**config.mk**
```make
export PLATFORM = sky130hd
export DESIGN_NAME = frame_power_db_unit
export DESIGN_NICKNAME = d
export VERILOG_FILES = /design/src/rtl/fpdb_pkg.sv /design/src/rtl/frame_power_db_unit.sv /design/src/rtl/fpdb_accum.sv /design/src/rtl/fpdb_ctrl.sv /design/src/rtl/fpdb_dp.sv
export SDC_FILE = /design/constraint.sdc
export NUM_CORES = 2
export LEC_CHECK = 0
export ABC_AREA = 0
export BUFFER_PORTS_ARGS = -buffer_cell sky130_fd_sc_hd__buf_4
export CORE_UTILIZATION = 45
export CTS_BUF_LIST = sky130_fd_sc_hd__clkbuf_8 sky130_fd_sc_hd__clkbuf_16
export CTS_CLUSTER_DIAMETER = 150
export DETAILED_ROUTE_END_ITERATION = 8
export HOLD_SLACK_MARGIN = 0.08
export PLACE_DENSITY = 0.57
export SYNTH_ARGS = -nofsm -noshare
export SYNTH_HDL_FRONTEND = slang
export SYNTH_SLANG_ARGS = --single-unit
export TNS_END_PERCENT = 30
```
**constraint.sdc**
```tcl
create_clock -name i_clk -period 12.36 [get_ports i_clk]
set_input_delay 1.236 -clock i_clk [delete_from_list [all_inputs] [get_ports i_clk]]
set_output_delay 1.236 -clock i_clk [all_outputs]
set_load 0.02 [all_outputs]
```
**src/rtl/fpdb_pkg.sv**
```systemverilog
// Shared widths, constants and controller/datapath interface types for the
// frame power in dB unit. No dependencies.
package fpdb_pkg;

    localparam int SAMPLE_W      = 16;
    localparam int SQ_W          = 31;
    localparam int SUM_W         = 46;
    localparam int COUNT_W       = 17;
    localparam int EXP_W         = 6;
    localparam int FRAC_W        = 16;
    localparam int LOG_W         = EXP_W + FRAC_W;
    localparam int DIFF_W        = LOG_W + 2;
    localparam int MANT_W        = 31;
    localparam int DBK_W         = 18;
    localparam int PROD_W        = LOG_W + DBK_W;
    localparam int DB_W          = 16;
    localparam int Q_W           = PROD_W - 23;
    localparam int NORM_STEPS    = 6;
    localparam int SQ_STEPS      = FRAC_W;
    localparam int STEP_W        = 4;
    localparam int MAX_FRAME_DEF = 65536;

    localparam logic [DBK_W-1:0]  DB_PER_LOG2 = 18'd197283;
    localparam logic [DIFF_W-1:0] LOG_BIAS    = 24'd1966080;
    localparam logic [PROD_W:0]   ROUND_HALF  = 41'd8388608;
    localparam logic [Q_W-1:0]    Q_LIMIT     = 17'd32768;
    localparam logic [DB_W-1:0]   DB_MIN      = 16'h8000;

    typedef struct packed {
        logic       load_sum;
        logic       load_count;
        logic       save_a;
        logic       norm_step;
        logic [2:0] norm_idx;
        logic       sq_step;
        logic       diff;
        logic       mult;
        logic       finish;
    } t_cmd;

    typedef struct packed {
        logic out_free;
    } t_status;

endpackage

```
**src/rtl/frame_power_db_unit.sv**
```systemverilog
// Frame power in dB: top level joining the accumulator, the sequencer and
// the log datapath. Depends on fpdb_pkg, fpdb_accum, fpdb_ctrl and fpdb_dp.
//
// Samples are taken one per cycle, while ready is high, into a saturating
// sum of squares. When a frame closes (last sample flag, or MAX_FRAME
// samples), its sum and count move to a snapshot register and the next frame
// starts accumulating. A shared log2 unit then works on the snapshot: it
// takes it, runs six normalize steps and sixteen squaring steps for the sum,
// loads the count, runs the same steps for the count, then forms the
// difference, does the dB scaling multiply and loads the output register
// once that register is free. Ready stays low from a closing transfer until
// the log unit takes the snapshot, which is later while the previous frame is
// still in the log unit or its result waits. The result is signed Q8.8; zero
// power gives -32768.
module frame_power_db_unit #(
    parameter int MAX_FRAME = fpdb_pkg::MAX_FRAME_DEF
) (
    input  logic                                 i_clk,
    input  logic                                 i_rst_n,
    input  logic                                 i_valid,
    output logic                                 o_ready,
    input  logic signed [fpdb_pkg::SAMPLE_W-1:0] i_sample,
    input  logic                                 i_last_sample,
    output logic                                 o_valid,
    input  logic                                 i_ready,
    output logic signed [fpdb_pkg::DB_W-1:0]     o_power_db
);
    import fpdb_pkg::*;

    logic               w_pend;
    logic [SUM_W-1:0]   w_snap_sum;
    logic [COUNT_W-1:0] w_snap_count;
    t_cmd               w_cmd;
    t_status            w_status;
    logic [DB_W-1:0]    w_power_db;

    fpdb_accum #(
        .MAX_FRAME(MAX_FRAME)
    ) u_accum (
        .i_clk        (i_clk),
        .i_rst_n      (i_rst_n),
        .i_valid      (i_valid),
        .o_ready      (o_ready),
        .i_sample     (i_sample),
        .i_last_sample(i_last_sample),
        .i_take       (w_cmd.load_sum),
        .o_pend       (w_pend),
        .o_snap_sum   (w_snap_sum),
        .o_snap_count (w_snap_count)
    );

    fpdb_ctrl u_ctrl (
        .i_clk   (i_clk),
        .i_rst_n (i_rst_n),
        .i_pend  (w_pend),
        .i_status(w_status),
        .o_cmd   (w_cmd)
    );

    fpdb_dp u_dp (
        .i_clk       (i_clk),
        .i_rst_n     (i_rst_n),
        .i_cmd       (w_cmd),
        .o_status    (w_status),
        .i_snap_sum  (w_snap_sum),
        .i_snap_count(w_snap_count),
        .o_valid     (o_valid),
        .i_ready     (i_ready),
        .o_power_db  (w_power_db)
    );

    assign o_power_db = $signed(w_power_db);

    a_close_sets_pend: assert property (@(posedge i_clk) disable iff (!i_rst_n)
        (i_valid && o_ready && i_last_sample) |=> w_pend)
        else $error("A closed frame did not produce a pending snapshot.");

    a_result_range: assert property (@(posedge i_clk) disable iff (!i_rst_n)
        o_valid |-> (o_power_db[DB_W-1] || (o_power_db == '0)))
        else $error("Frame power result is above 0 dB.");

    a_no_overwrite: assert property (@(posedge i_clk) disable iff (!i_rst_n)
        w_cmd.finish |-> (!o_valid || i_ready))
        else $error("A result was overwritten before its transfer.");

    a_take_only_pending: assert property (@(posedge i_clk) disable iff (!i_rst_n)
        w_cmd.load_sum |-> w_pend)
        else $error("The log unit took a snapshot that was not pending.");

endmodule

```
**src/rtl/fpdb_accum.sv**
```systemverilog
// Sample accumulator: running sum of squares, sample count and the frame
// snapshot handed to the log datapath. Depends on fpdb_pkg.
module fpdb_accum #(
    parameter int MAX_FRAME = fpdb_pkg::MAX_FRAME_DEF
) (
    input  logic                                i_clk,
    input  logic                                i_rst_n,
    input  logic                                i_valid,
    output logic                                o_ready,
    input  logic signed [fpdb_pkg::SAMPLE_W-1:0] i_sample,
    input  logic                                i_last_sample,
    input  logic                                i_take,
    output logic                                o_pend,
    output logic [fpdb_pkg::SUM_W-1:0]          o_snap_sum,
    output logic [fpdb_pkg::COUNT_W-1:0]        o_snap_count
);
    import fpdb_pkg::*;

    logic [SUM_W-1:0]    r_sum;
    logic [COUNT_W-1:0]  r_count;
    logic                r_pend;
    logic [SUM_W-1:0]    r_snap_sum;
    logic [COUNT_W-1:0]  r_snap_count;
    logic signed [2*SAMPLE_W-1:0] w_prod;
    logic [SUM_W:0]      w_add;
    logic [SUM_W-1:0]    n_sum;
    logic [COUNT_W-1:0]  n_count;
    logic                w_close;
    logic                w_accept;

    always_comb begin
        w_prod   = i_sample * i_sample;
        w_add    = {1'b0, r_sum} + (SUM_W + 1)'(w_prod[SQ_W-1:0]);
        n_sum    = w_add[SUM_W] ? {SUM_W{1'b1}} : w_add[SUM_W-1:0];
        n_count  = r_count + COUNT_W'(1);
        w_close  = i_last_sample || (n_count == COUNT_W'(MAX_FRAME));
        w_accept = i_valid && o_ready;
    end

    always_ff @(posedge i_clk) begin
        if (!i_rst_n) begin
            r_sum   <= '0;
            r_count <= '0;
            r_pend  <= 1'b0;
        end else begin
            if (i_take) begin
                r_pend <= 1'b0;
            end
            if (w_accept) begin
                if (w_close) begin
                    r_sum   <= '0;
                    r_count <= '0;
                    r_pend  <= 1'b1;
                end else begin
                    r_sum   <= n_sum;
                    r_count <= n_count;
                end
            end
        end
    end

    always_ff @(posedge i_clk) begin
        if (w_accept && w_close) begin
            r_snap_sum   <= n_sum;
            r_snap_count <= n_count;
        end
    end

    assign o_ready      = !r_pend;
    assign o_pend       = r_pend;
    assign o_snap_sum   = r_snap_sum;
    assign o_snap_count = r_snap_count;

endmodule

```
**src/rtl/fpdb_ctrl.sv**
```systemverilog
// Sequencer for the end-of-frame computation: two logarithms on a shared
// unit, difference, scaling and result hand-off. Depends on fpdb_pkg.
module fpdb_ctrl (
    input  logic              i_clk,
    input  logic              i_rst_n,
    input  logic              i_pend,
    input  fpdb_pkg::t_status i_status,
    output fpdb_pkg::t_cmd    o_cmd
);
    import fpdb_pkg::*;

    localparam logic [3:0] S_IDLE   = 4'd0;
    localparam logic [3:0] S_A_NORM = 4'd1;
    localparam logic [3:0] S_A_SQ   = 4'd2;
    localparam logic [3:0] S_LOAD_B = 4'd3;
    localparam logic [3:0] S_B_NORM = 4'd4;
    localparam logic [3:0] S_B_SQ   = 4'd5;
    localparam logic [3:0] S_DIFF   = 4'd6;
    localparam logic [3:0] S_MUL    = 4'd7;
    localparam logic [3:0] S_DONE   = 4'd8;

    logic [3:0]        r_state;
    logic [3:0]        n_state;
    logic [STEP_W-1:0] r_step;
    logic [STEP_W-1:0] n_step;

    always_comb begin
        n_state = r_state;
        n_step  = r_step;
        o_cmd   = '0;
        o_cmd.norm_idx = r_step[2:0];
        unique case (r_state)
            S_IDLE: begin
                if (i_pend) begin
                    o_cmd.load_sum = 1'b1;
                    n_state = S_A_NORM;
                    n_step  = '0;
                end
            end
            S_A_NORM, S_B_NORM: begin
                o_cmd.norm_step = 1'b1;
                if (r_step == STEP_W'(NORM_STEPS - 1)) begin
                    n_state = (r_state == S_A_NORM) ? S_A_SQ : S_B_SQ;
                    n_step  = '0;
                end else begin
                    n_step = r_step + STEP_W'(1);
                end
            end
            S_A_SQ, S_B_SQ: begin
                o_cmd.sq_step = 1'b1;
                if (r_step == STEP_W'(SQ_STEPS - 1)) begin
                    n_state = (r_state == S_A_SQ) ? S_LOAD_B : S_DIFF;
                    n_step  = '0;
                end else begin
                    n_step = r_step + STEP_W'(1);
                end
            end
            S_LOAD_B: begin
                o_cmd.load_count = 1'b1;
                o_cmd.save_a     = 1'b1;
                n_state = S_B_NORM;
            end
            S_DIFF: begin
                o_cmd.diff = 1'b1;
                n_state = S_MUL;
            end
            S_MUL: begin
                o_cmd.mult = 1'b1;
                n_state = S_DONE;
            end
            S_DONE: begin
                if (i_status.out_free) begin
                    o_cmd.finish = 1'b1;
                    n_state = S_IDLE;
                end
            end
            default: begin
                n_state = S_IDLE;
                n_step  = '0;
            end
        endcase
    end

    always_ff @(posedge i_clk) begin
        if (!i_rst_n) begin
            r_state <= S_IDLE;
            r_step  <= '0;
        end else begin
            r_state <= n_state;
            r_step  <= n_step;
        end
    end

endmodule

```
**src/rtl/fpdb_dp.sv**
```systemverilog
// Datapath for the end-of-frame computation: stepwise normalizer, squaring
// log2 unit, difference, dB scaling and output register. Depends on fpdb_pkg.
module fpdb_dp (
    input  logic                         i_clk,
    input  logic                         i_rst_n,
    input  fpdb_pkg::t_cmd               i_cmd,
    output fpdb_pkg::t_status            o_status,
    input  logic [fpdb_pkg::SUM_W-1:0]   i_snap_sum,
    input  logic [fpdb_pkg::COUNT_W-1:0] i_snap_count,
    output logic                         o_valid,
    input  logic                         i_ready,
    output logic [fpdb_pkg::DB_W-1:0]    o_power_db
);
    import fpdb_pkg::*;

    logic [SUM_W-1:0]    r_norm;
    logic [EXP_W-1:0]    r_shift;
    logic [MANT_W-1:0]   r_m;
    logic [FRAC_W-1:0]   r_frac;
    logic [COUNT_W-1:0]  r_cnt;
    logic                r_zero;
    logic [LOG_W-1:0]    r_log_a;
    logic [LOG_W-1:0]    r_mag;
    logic [PROD_W-1:0]   r_prod;
    logic                r_out_valid;
    logic [DB_W-1:0]     r_power_db;

    logic                w_z;
    logic [EXP_W-1:0]    w_amt;
    logic [SUM_W-1:0]    n_norm;
    logic [EXP_W-1:0]    n_shift;
    logic [EXP_W-1:0]    w_exp;
    logic [2*MANT_W-1:0] w_sq;
    logic [MANT_W:0]     w_sqv;
    logic [MANT_W-1:0]   n_m;
    logic signed [DIFF_W-1:0] w_lv;
    logic [LOG_W-1:0]    n_mag;
    logic [PROD_W:0]     w_rnd;
    logic [Q_W-1:0]      w_q;
    logic [DB_W-1:0]     n_power_db;

    always_comb begin
        unique case (i_cmd.norm_idx)
            3'd0: begin w_z = (r_norm[SUM_W-1 -: 32] == '0); w_amt = 6'd32; end
            3'd1: begin w_z = (r_norm[SUM_W-1 -: 16] == '0); w_amt = 6'd16; end
            3'd2: begin w_z = (r_norm[SUM_W-1 -: 8] == '0);  w_amt = 6'd8;  end
            3'd3: begin w_z = (r_norm[SUM_W-1 -: 4] == '0);  w_amt = 6'd4;  end
            3'd4: begin w_z = (r_norm[SUM_W-1 -: 2] == '0);  w_amt = 6'd2;  end
            3'd5: begin w_z = !r_norm[SUM_W-1];               w_amt = 6'd1;  end
            default: begin w_z = 1'b0; w_amt = '0; end
        endcase
        n_norm  = w_z ? (r_norm << w_amt) : r_norm;
        n_shift = w_z ? (r_shift + w_amt) : r_shift;
        w_exp   = EXP_W'(SUM_W - 1) - r_shift;

        w_sq  = r_m * r_m;
        w_sqv = w_sq[2*MANT_W-1:MANT_W-1];
        n_m   = w_sqv[MANT_W] ? w_sqv[MANT_W:1] : w_sqv[MANT_W-1:0];

        w_lv  = $signed({2'b00, r_log_a}) - $signed({2'b00, w_exp, r_frac})
              - $signed(LOG_BIAS);
        n_mag = (w_lv > 0) ? '0 : LOG_W'(-w_lv);

        w_rnd = {1'b0, r_prod} + ROUND_HALF;
        w_q   = w_rnd[PROD_W:24];
        if (r_zero || (w_q >= Q_LIMIT)) begin
            n_power_db = DB_MIN;
        end else begin
            n_power_db = DB_W'(0) - w_q[DB_W-1:0];
        end
    end

    always_ff @(posedge i_clk) begin
        if (i_cmd.load_sum) begin
            r_norm  <= i_snap_sum;
            r_cnt   <= i_snap_count;
            r_zero  <= (i_snap_sum == '0);
            r_shift <= '0;
            r_frac  <= '0;
        end
        if (i_cmd.load_count) begin
            r_norm  <= SUM_W'(r_cnt);
            r_shift <= '0;
            r_frac  <= '0;
        end
        if (i_cmd.save_a) begin
            r_log_a <= {w_exp, r_frac};
        end
        if (i_cmd.norm_step) begin
            r_norm  <= n_norm;
            r_shift <= n_shift;
            r_m     <= n_norm[SUM_W-1 -: MANT_W];
        end
        if (i_cmd.sq_step) begin
            r_m    <= n_m;
            r_frac <= {r_frac[FRAC_W-2:0], w_sqv[MANT_W]};
        end
        if (i_cmd.diff) begin
            r_mag <= n_mag;
        end
        if (i_cmd.mult) begin
            r_prod <= r_mag * DB_PER_LOG2;
        end
        if (i_cmd.finish) begin
            r_power_db <= n_power_db;
        end
    end

    always_ff @(posedge i_clk) begin
        if (!i_rst_n) begin
            r_out_valid <= 1'b0;
        end else if (i_cmd.finish) begin
            r_out_valid <= 1'b1;
        end else if (i_ready) begin
            r_out_valid <= 1'b0;
        end
    end

    assign o_status.out_free = !r_out_valid || i_ready;
    assign o_valid           = r_out_valid;
    assign o_power_db        = r_power_db;

endmodule

```
# Yosys cells after proc, flatten, opt, wreduce, memory -nomap -nowiden
# Index checks and enable logic that the tools add are counted.
[totals] reg_bits=353 out_inout_bits=18
[classes] n_lt_le_gt_ge=2 n_eq_ne=21 bitwise_logic=1 n_mul=3 n_addsub=10 n_reduce_logical=26 n_mux=44 n_shift=1
[op_table] cell="46-bit two-way mux" n=6
[op_table] cell="31-bit two-way mux" n=3
[op_table] cell="31-bit by 31-bit multiplier with 62-bit output" n=1
[op_table] cell="16-bit two-way mux" n=3
[op_table] cell="46-bit by 31-bit adder with 47-bit output" n=1
[op_table] cell="46-bit zero test" n=1
[op_table] cell="46-bit by 6-bit left shift with 46-bit output" n=1
[op_table] cell="40-bit by 24-bit adder with 41-bit output, second input constant" n=1
[op_table] cell="22-bit by 18-bit multiplier with 40-bit output, second input constant" n=1
[op_table] cell="6-bit case mux with 6 select lines" n=1
[op_table] cell="32-bit zero test" n=1
[op_table] cell="16-bit by 16-bit multiplier with 31-bit output" n=1
[op_table] cell="4-bit two-way mux" n=7
[op_table] cell="4-bit case mux with 7 select lines" n=1
[op_table] cell="24-bit by 1-bit > comparator with 1-bit output, second input constant" n=1
[op_table] cell="6-bit two-way mux" n=4
[op_table] cell="23-bit by 22-bit subtractor with 24-bit output, second input constant" n=1
[op_table] cell="22-bit by 22-bit subtractor with 23-bit output" n=1
[op_table] cell="22-bit negator" n=1
[op_table] cell="4-bit by 3-bit == test with 1-bit output, second input constant" n=5
[op_table] cell="17-bit by 1-bit adder with 17-bit output, second input constant" n=1
[op_table] cell="17-bit == test, second input constant" n=1
[op_table] cell="17-bit by 16-bit >= comparator with 1-bit output, second input constant" n=1
[op_table] cell="17-bit two-way mux" n=1
[op_table] cell="other kinds (32)" n=62

# Logic depth before layout (Yosys ltp)
[logic_depth] word_depth=6 ltp_mapped=36 ltp_nobuf=34

# By module
# A second synthesis with hierarchy kept.
[unflattened] cells_unflattened=6543 area_unflattened_um2=61117.4
[by_module_without_submodules] module="fpdb_dp" seq_area_each_um2=5845.6 area_per_inst_um2=44232.4 instances=1 cells_per_inst=4691
[by_module_without_submodules] module="fpdb_accum" seq_area_each_um2=3173.0 area_per_inst_um2=16185.5 instances=1 cells_per_inst=1769
[by_module_without_submodules] module="fpdb_ctrl" seq_area_each_um2=160.2 area_per_inst_um2=699.4 instances=1 cells_per_inst=83

# Worst setup path before layout
# OpenSTA, ideal clock, no wires.
[synth_timing] path_type="input to register" from="in i_sample[1] (netlist bit)" to="reg u_accum.r_snap_sum[40], in the netlist u_accum.o_snap_sum[40], data pin" path_stages=34 t_arrival_ns=9.242 path_buffers=4 setup_ns=0.260 slack_ns=2.858 path_cell_list="clkbuf_1 -> clkbuf_1 -> nand2_1 -> inv_1 -> fa_1 -> inv_1 -> fa_1 -> fa_1 -> inv_1 -> fa_1 -> fa_1 -> inv_1 -> fa_1 -> inv_1 -> ha_1 -> clkbuf_1 -> a41o_1 -> a21oi_1 -> a21bo_2 -> o41a_1 -> a311o_1 -> a41oi_1 -> nand2b_1 -> a21oi_1 -> xnor2_1 -> ha_1 -> a21o_1 -> a21o_1 -> a21o_1 -> and3_1 -> a41oi_1 -> clkbuf_1 -> nand2_1 -> mux2_2"
[synth_via] elab_chain_len=3
[synth_rtl] element="start: declaration" line_no="frame_power_db_unit.sv:22" source="input logic signed [fpdb_pkg::SAMPLE_W-1:0] i_sample,"
[synth_rtl] element="16-bit by 16-bit multiplier with 31-bit output" line_no="fpdb_accum.sv:32" source="w_prod = i_sample * i_sample;"
[synth_rtl] element="46-bit by 31-bit adder with 47-bit output" line_no="fpdb_accum.sv:33" source="w_add = {1'b0, r_sum} + (SUM_W + 1)'(w_prod[SQ_W-1:0]);"
[synth_rtl] element="46-bit two-way mux" line_no="fpdb_accum.sv:34" source="n_sum = w_add[SUM_W] ? {SUM_W{1'b1}} : w_add[SUM_W-1:0];"
[synth_rtl] element="via u_accum.n_sum[40]" line_no="fpdb_accum.sv:26" source="logic [SUM_W-1:0] n_sum;"
[synth_rtl] element="end signal: assignment" line_no="fpdb_accum.sv:64" source="r_snap_sum <= n_sum;"
[synth_rtl] element="end: declaration" line_no="fpdb_accum.sv:22" source="logic [SUM_W-1:0] r_snap_sum;"
# The timed path passes the listed nets, and every way through them passes these cells.
# A chain may end at the register's enable or synchronous reset.

# Final worst setup path
[layout_timing] from="reg u_dp.r_m[6]" to="reg u_dp.r_m[5], data pin"
[layout_via] elab_chain_len=3
[layout_rtl] element="start: declaration" line_no="fpdb_dp.sv:18" source="logic [MANT_W-1:0] r_m;"
[layout_rtl] element="start signal: assignment" line_no="fpdb_dp.sv:92" source="r_m <= n_norm[SUM_W-1 -: MANT_W];"
[layout_rtl] element="start signal: assignment" line_no="fpdb_dp.sv:95" source="r_m <= n_m;"
[layout_rtl] element="31-bit by 31-bit multiplier with 62-bit output" line_no="fpdb_dp.sv:56" source="w_sq = r_m * r_m;"
[layout_rtl] element="31-bit two-way mux" line_no="fpdb_dp.sv:58" source="n_m = w_sqv[MANT_W] ? w_sqv[MANT_W:1] : w_sqv[MANT_W-1:0];"
[layout_rtl] element="31-bit two-way mux" line_no="fpdb_dp.sv:94" source="if (i_cmd.sq_step) begin"
# Every way passes these cells.

==> results.md <==
- Syn_nets: 8,081
- Yosys top cell by area: fa_1
- H-tree depth: 2
- Final period util: about four fifths
- Multi-input combinational cell area: between 40,000 and 50,000 um2
- Pin count of the biggest net entering global routing: between 60 and 70
- Final-report setup violation count: 0
- DRT Pass-1 Iters: 7
- Detailed Place HPWL: about 120,000 um
- Setup tns final: 0 ns
- # fillers: between 10k and 15k
- IO Pins: 39
- Post-Synthesis Cells: 6,406
- GRT Util Overall: between 20% and 30%
- Die H: around 370 um
- Vias in the first global route: between 40k and 50k
- Final Slew Violations: 0
- FFs w/ async S/R, synth: 0%
- Final-report hold violation count: 0
- R2R Path End: u_dp.r_m[5]$_DFFE_PP_
- Antenna Nets Post-Route: 0
- Die X: approximately 370 um
- Commonest non-fill, non-tap cell in the layout: inv_1
- Post-CTS Setup Inserts: 0
- Worst min path class: reg2reg
- CP arrival: 10.18 ns
- Routed WL: roughly 150,000 um
- Area share of the largest cell type after synthesis: between 30% and 40%
- Critical path origin: u_dp.r_m[6]$_DFFE_PP_
- Initial Util: a little under half
- CP peak stage delay: roughly 0.70 ns
- Hold Path End: u_dp.r_cnt[7]$_DFFE_PP_
- Worst Setup Start Kind: flip-flop
- Maximum fanout along the worst path: 29
- Most frequent cells in the layout: inv_1 (1,532), fa_1 (1,055), ha_1 (599)
- Drt initial violations: between 2k and 3k
- Post-layout min period: 9.88 ns
- Layout cell share with drive strength beyond 1: ~3.8%
- Post-synth EDFFs: 257
- Post-route DRC violation count: 0
- Area Growth Syn to Fin: 5.80%
- Vias: between 40k and 50k
- Netlist cell types: about 90
- Row count: 134
- MaxCap Viol Count: 0
- Grt total ovfl: 0
- Storage cell area: 9180 um2
- Core Area: about 130,000 um2
- Fmax: between 100 and 150 MHz
- Worst-case clock buffer depth: 3
- Top cells by area, synth: fa_1 (35%), edfxtp_1 (13%), ha_1 (12%)
- Die area: around 140,000 um2
- Worst EP required: around 13 ns
- Reg2Reg Depth: 30
- Worst Hold Depth: 0
- Sequential element share of the synthesized area: approximately 15%
- CTS sink cnt: between 300 and 400
- Clock Skew: 0.0344 ns
- Synthesized cell area: 60,500 um2
- Critical hold path startpoint: u_accum.o_snap_count[7]$_DFFE_PP_
- Vias per cell: 5.21
- Placer Congestion: ~0.94
- CTS Root Cell: clkbuf_16
- CTS buffer count: 39
- Worst skew pair latency: 0.58 ns
- First-pass GRT wire length: 247,000 um
- CTS Hold Bufs: 0
- Reg2reg setup slack: between 2 and 2.5 ns
- Rel. slew slack: between 20 and 25%
- Crit. End Element: flip-flop
- Status: finished clean
- Clock slew at reported path FFs: approximately 0.060 ns
- Initial antenna violation count: 5
- Post-cts sizing count: 0
- Crit-path most repeated cell: fa_1
- FF+latch count, synth: 330
- Post-synth top flop: edfxtp_1
- CP max stage cell: clkinv_1
- Worst Tran Pin Value: ~1.2 ns
- Port bufs: 38
- Critical R2R Launch: u_dp.r_m[6]$_DFFE_PP_
- Syn Area/Cell: about 9.4 um2
- CTS tree: done
- Critical path class: reg2reg
- Layout Nets: approximately 8.0k
- RSZ-0062 raised after global routing: false
- Avg WL per Cell: about 19 um
- Ys Warns: 0
==> critical path, delay by kind of cell, from the launching register on <==
kind	cells	cell delay (ns)
buffers and inverters	9	1.88
AO/OA/AOI/OAI	7	2.06
multiplexers	1	0.38
adder cells (fa/ha/maj)	9	4.25
AND/OR/NAND/NOR	4	0.69
flip-flops	1	0.33
==> final cells by class <==
type	instances	area share (%)
Antenna cell	2	0.00782
Clock buffer	45	1.69
Clock inverter	27	0.507
Inverter	1540	9.04
Multi-Input combinational cell	4307	69.9
Sequential cell	330	14.3
Tap cell	1768	3.46
Timing Repair Buffer	94	1.10
==> registers in the layout, indices dropped and copies added (netlist names) <==
name,cells
u_accum.o_pend,1
u_accum.o_snap_count,17
u_accum.o_snap_sum,46
u_accum.r_count,17
u_accum.r_sum,46
u_ctrl.r_state,4
u_ctrl.r_step,4
u_dp.o_power_db,16
u_dp.o_valid,1
u_dp.r_cnt,17
u_dp.r_frac,16
u_dp.r_log_a,22
u_dp.r_m,31
u_dp.r_mag,22
u_dp.r_norm,46
u_dp.r_prod,17
u_dp.r_shift,6
u_dp.r_zero,1
==> metrics by stage <==
stage / instances / cell area (um2) / setup WS [ns] / utilization, % / hold WS (ns)
floorplan: 6406 / 60500 / 2.86 / - / 0.400
global placement: 8039 / 62600 / 2.53 / 46.9 / 0.401
detailed placement: 8039 / 62600 / 2.43 / 46.9 / 0.405
CTS: 8111 / 64000 / 2.56 / 47.9 / 0.419
global route: 8112 / 64000 / 2.03 / 47.9 / 0.423
finish: 8113 / 64000 / 2.48 / 47.9 / 0.417
==> cell families (layout without fill, tap and decap cells) <==
logic type	Yosys count	in the layout	synth area share (%)
mux	177	177	3.22
compound gates	773	773	8.34
fa+ha+maj	1654	1654	47.3
xor+xnor	241	241	3.50
other cells	1	3	0.00620
flops	330	330	15.2
simple gates	1461	1461	11.4
buf+inv	1769	1706	11.0
==> worst max path at each step <==
stage | endpoint | slack, ns | cells after the start
2_1_floorplan | u_accum.o_snap_sum[40]$_DFFE_PP_ | 2.86 | 34
4_1_cts | u_dp.r_m[4]$_DFFE_PP_ | 2.56 | 30
3_5_place_dp | u_accum.o_snap_sum[42]$_DFFE_PP_ | 2.43 | 32
3_3_place_gp | u_accum.o_snap_sum[42]$_DFFE_PP_ | 2.53 | 32
5_1_grt | u_dp.r_m[4]$_DFFE_PP_ | 2.03 | 30
6_report | u_dp.r_m[5]$_DFFE_PP_ | 2.48 | 30
==> metal layers <==
| layer | part of all wire (%) | track usage (%) |
|---|---|---|
| met5 | 0 | 0 |
| met2 | 49 | 39.7 |
| met1 | 44 | 30.8 |
| met3 | 4.4 | 2.51 |
| met4 | 2.4 | 5.33 |
==> cells in the mapped netlist, drive strengths merged, types with 16 or more instances <==
master / n
xnor2: 150
ha: 599
fa: 1055
nand3: 95
a21o: 95
edfxtp: 257
nor4: 32
o21a: 20
nor3: 48
nor2: 276
clkbuf: 205
nand2b: 28
xor2: 91
o22ai: 18
a211oi: 22
a22oi: 52
nand4: 34
o21bai: 18
inv: 1534
mux2i: 154
dfxtp: 73
a31oi: 33
nor2b: 66
o21ai: 172
buf: 24
a21oi: 198
a21boi: 17
or3: 16
and2: 210
and3: 42
nand2: 586
Power is not shown: default switching activity piles up to over one toggle a cycle in this logic, so the estimate is an artifact.
